===== src/design/rau_div.sv =====
// ----------------------------------------------------------------------------
// rau_div: restoring divider
// Unsigned N-bit quotient, one bit per cycle; remainder discarded.
// ----------------------------------------------------------------------------
module rau_div #(
	parameter int unsigned N = 64
) (
	input  logic         clk,
	input  logic         arst_n,
	input  logic         start,
	input  logic [N-1:0] num,
	input  logic [N-1:0] den,
	output logic         done,
	output logic [N-1:0] quo
);
	localparam int unsigned CW = $clog2(N + 1);

	logic [N-1:0]  n_q, d_q, q_q;
	logic [N:0]    r_q;
	logic [CW-1:0] cnt_q;
	logic          busy_q;
	logic [N:0]    r_sh;
	logic [N:0]    r_diff;

	assign r_sh   = {r_q[N-1:0], n_q[N-1]};
	assign r_diff = r_sh - {1'b0, d_q};

	always_ff @(posedge clk or negedge arst_n) begin
		if (!arst_n) begin
			busy_q <= 1'b0;
			cnt_q  <= '0;
			done   <= 1'b0;
		end else begin
			done <= 1'b0;
			if (start) begin
				busy_q <= 1'b1;
				cnt_q  <= CW'(N);
			end else if (busy_q) begin
				cnt_q <= cnt_q - 1'b1;
				if (cnt_q == CW'(1)) begin
					busy_q <= 1'b0;
					done   <= 1'b1;
				end
			end
		end
	end

	always_ff @(posedge clk) begin
		if (start) begin
			n_q <= num;
			d_q <= den;
			q_q <= '0;
			r_q <= '0;
		end else if (busy_q) begin
			n_q <= {n_q[N-2:0], 1'b0};
			if (!r_diff[N]) begin
				r_q <= r_diff;
				q_q <= {q_q[N-2:0], 1'b1};
			end else begin
				r_q <= r_sh;
				q_q <= {q_q[N-2:0], 1'b0};
			end
		end
	end

	assign quo = q_q;
endmodule

===== config.mk =====
export PLATFORM = sky130hd
export DESIGN_NAME = rau_div
export DESIGN_NICKNAME = d
export VERILOG_FILES = /design/src/design/rau_div.sv
export SDC_FILE = /design/constraint.sdc
export NUM_CORES = 1
export LEC_CHECK = 0
export BUFFER_PORTS_ARGS = -buffer_cell sky130_fd_sc_hd__buf_2
export CORE_MARGIN = 4
export CORE_UTILIZATION = 35
export CTS_CLUSTER_SIZE = 12
export DETAILED_ROUTE_END_ITERATION = 8
export PLACE_DENSITY = 0.62
export SYNTH_ARGS = -nofsm -noshare
export SYNTH_HDL_FRONTEND = slang
export SYNTH_SLANG_ARGS = --single-unit

===== constraint.sdc =====
create_clock -name clk -period 4.9 [get_ports clk]
set_clock_uncertainty 0.05 [all_clocks]
set_input_delay 0.735 -clock clk [delete_from_list [all_inputs] [get_ports clk]]
set_output_delay 0.735 -clock clk [all_outputs]
set_load 0.05 [all_outputs]

==> results.sh <==
export IMPL_yosysUniqueCellTypes=69
export IMPL_synth_top_cell_by_area="edfxtp_1"
export IMPL_cp_slowest_cell="a211o_1"
export IMPL_p_leak_nw=7.66
export IMPL_synth_edf_count=128
export IMPL_synth_mux_area_share_pct=12.4
export IMPL_async_flop_share_pct=3.40
export IMPL_worstReg2RegEnd="r_q[55]"
export IMPL_rows=73
export IMPL_ant_nets=0
export IMPL_cp_required_ps=5360
export IMPL_status="completed"
export IMPL_synth_seq_cells=265
export IMPL_cp_top_family="compound AO/OA/AOI/OAI gates"
export IMPL_grtUsageMet2_pct=25.4
export IMPL_synthSimpleGateAreaFrac_pct=11.2
export IMPL_power_density_mw_per_mm2=453
export IMPL_cts_sinks=265
export IMPL_synth_top_family_by_area="compound AO/OA/AOI/OAI gates"
export IMPL_syn_area_mm2=0.0143
export IMPL_clock_latency_ps=600
export IMPL_whs_path_depth=1
export IMPL_synth_area_per_cell_um2=10.0
export IMPL_n_fill_cell=3881
export IMPL_htreeDepth=1
export IMPL_finalNetCount=1797
export IMPL_cpPeakStageDelay_ps=700
export IMPL_drv_slew=0
export IMPL_synth_xor_area_share_pct=3.42
export IMPL_hold_start="den[33]"
export IMPL_holdWs_ps=264
export IMPL_grt_max_degree=166
export IMPL_ios=196
export IMPL_grt_pass1_wl_um=58900
export IMPL_crit_type="reg -> reg"
export IMPL_synthToLayoutAreaGrowth_pct=17.0
export IMPL_synth_common_cells="nor2_1, dfxtp_1, edfxtp_1"
export IMPL_synth_compound_area_share_pct=16.3
export IMPL_busiest_layer="met2"
export IMPL_via_per_inst=5.22
export IMPL_relSlewSlack_pct=32.9
export IMPL_finalWorstSetupSlack_ps=1070
export IMPL_critPathBufInv=1
export IMPL_antenna_found_initial=9
export IMPL_drcViolationCount=0
export IMPL_first_iter_violations=803
export IMPL_initial_core_util_pct=35.8
export IMPL_critPathCaptureType="flip-flop"
export IMPL_ys_seq_area_share_pct=46.2
export IMPL_cp_max_fo=23
export IMPL_die_area_mm2=0.0443
export IMPL_yosysTopAreaCellShare_pct=26.8
export IMPL_netlist_instances=1431
export IMPL_maxCapViolations=0
export IMPL_fin_crit_sh_pct=78.2
export IMPL_hold_path_end="d_q[33]"
export IMPL_synth_fa_ha_area_share_pct=5.90
export IMPL_regToRegSetupSlack_ps=1070
export IMPL_core_area_mm2=0.0401
export IMPL_vias=11200
export IMPL_hpwl_um=26200
export IMPL_use_met3_pct=5.83
export IMPL_routed_wl_um=36500
export IMPL_routedWlPerCell_um=17.0
export IMPL_place_ws_ps=1080
export IMPL_worst_slew_pin_slew_ps=1010
export IMPL_grtUsageMet1_pct=21.1
export IMPL_multiInputGateArea_mm2=0.00705
export IMPL_routabilityCongestion=0.875
export IMPL_die_x_um=210
export IMPL_finalSetupViolCount=0
export IMPL_cp_common_cell="a211o_1"
export IMPL_arrival_ps=4300
export IMPL_hold_viol=0
export IMPL_synth_main_ff_cell="edfxtp_1"
export IMPL_cts_root_buffer="clkbuf_16"
export IMPL_reg2reg_from="n_q[63]"
export IMPL_ys_warn_count=0
export IMPL_fin_tns_setup_ps=0
export IMPL_synth_nets=1629
export IMPL_critPathLaunchType="flip-flop"
export IMPL_ir_drop_uv=299
export IMPL_path_clk_slew_ps=60
export IMPL_drt_pass1_iter_count=5
export IMPL_numCtsBuffers=31
export IMPL_grt_use_total_pct=16.0
export IMPL_die_h_um=210
export IMPL_hold_path_class="in -> reg"
export IMPL_min_period_ps=3830
export IMPL_cts_buffer_depth=3
export IMPL_grt_setup_unrepaired="false"
export IMPL_crit_chain="inv_1, ha_1, fa_1, nand2b_1, a21o_1, a211o_1, a211oi_2, nor4_2, a211o_1, or3_1, mux2_2, a31oi_1"
export IMPL_overflow=0
export IMPL_ff2ff_path_depth=12
export IMPL_max_freq_ghz=0.261
export IMPL_fin_util_pct=41.9
export IMPL_synth_most_common_cell="nor2_1"
export IMPL_portBuffers=195
export IMPL_drive_above_1_share_pct=20.4
export IMPL_synthTopCellsByArea="edfxtp_1, dfxtp_1, mux2i_1, ha_1, mux2_2"
export IMPL_cts_tree="built"
export IMPL_register_area_mm2=0.00664
export IMPL_grt_pass1_vias=11200
layout make-up:
cell class | count | area share, %
inverters | 93 | 2.08
clock buffers | 43 | 5.21
multi-input cells | 1002 | 42.0
clock inverters | 15 | 0.768
well taps | 525 | 3.91
flip-flops and latches | 265 | 39.5
repair buffers | 206 | 6.46
diodes | 3 | 0.0447
registers in the layout, indices dropped and copies added, names as in the netlist:
| name | flops |
|---|---|
| busy_q | 1 |
| cnt_q | 7 |
| d_q | 64 |
| done | 1 |
| n_q | 64 |
| quo | 64 |
| r_q | 64 |
cell usage in the layout (no fill, tap or decap), types with 6 or more instances in the layout:
cell         n
and4_1       6
a31oi_1     11
buf_4        9
inv_1       92
xor2_1      25
dfrtp_1      8
nand2b_1     7
dfxtp_1    128
a211oi_1    45
o221ai_1     7
xnor2_1     31
clkbuf_16   32
clkinv_2     9
a211o_1      8
a21boi_0     8
nand2_1     92
ha_1        66
buf_2      194
edfxtp_1   128
mux2_2      66
nor3_1      18
nand4_1     18
and2_1       7
a21oi_1    100
a21o_1      39
o21ai_0     48
mux2i_1    103
clkbuf_1     6
o211ai_1    11
o21a_1       9
nand3_1     18
nor2_1     161
o21bai_1    20
or3_1        6
report_power, final:
group,internal (W),switching (W)
registers,0.00264,0.000193
clock network,0.00131,0.000955
logic,0.00104,0.00147
total,0.00499,0.00262
logic make-up after synthesis:
| family | Yosys count |
|---|---|
| DFF | 265 |
| buffers and inverters | 164 |
| xor gates and xnor gates | 56 |
| muxes | 169 |
| adders and majority gates | 67 |
| AOI/OAI and AO/OA | 352 |
| and+or+nand+nor | 358 |
through the flow:
step / cells / instance area, um2 / total power, W
floorplan: 1431 / 14300 / 0.00478
global placement: 2090 / 15800 / 0.00532
detailed placement: 2090 / 15800 / 0.00536
CTS: 2149 / 16800 / 0.00768
global route: 2151 / 16800 / 0.00811
finish: 2152 / 16800 / 0.00760
worst max path at each step:
stage | startpoint | endpoint | slack [ps] | cells past startpoint
after floorplan | n_q[63] | r_q[15] | 1770 | 13
after global routing | n_q[63] | r_q[55] | 910 | 12
final | n_q[63] | r_q[55] | 1070 | 12
after CTS | n_q[63] | r_q[55] | 1090 | 12
after detailed placement | n_q[63] | r_q[55] | 1080 | 12
after global placement | n_q[63] | r_q[55] | 1220 | 12
per-layer routing:
metal  vias to the layer above  part of all wire, %  routed length [um]
li1                       5538                    -                   -
met1                      5273                   44               15900
met2                       337                   45               16400
met3                        70                  9.0                3300
met4                        14                  2.2                 792
met5                         -                 0.27                  99
timing repair:
action | in CTS | in global routing
buffers inserted | 0 | 0
gates resized for setup | 0 | 0
hold endpoints to repair | 9 | 0
setup endpoints to repair | 0 | 0
hold buffers | 1 | 0
No activity file was read; power rests on OpenSTA's default activity.
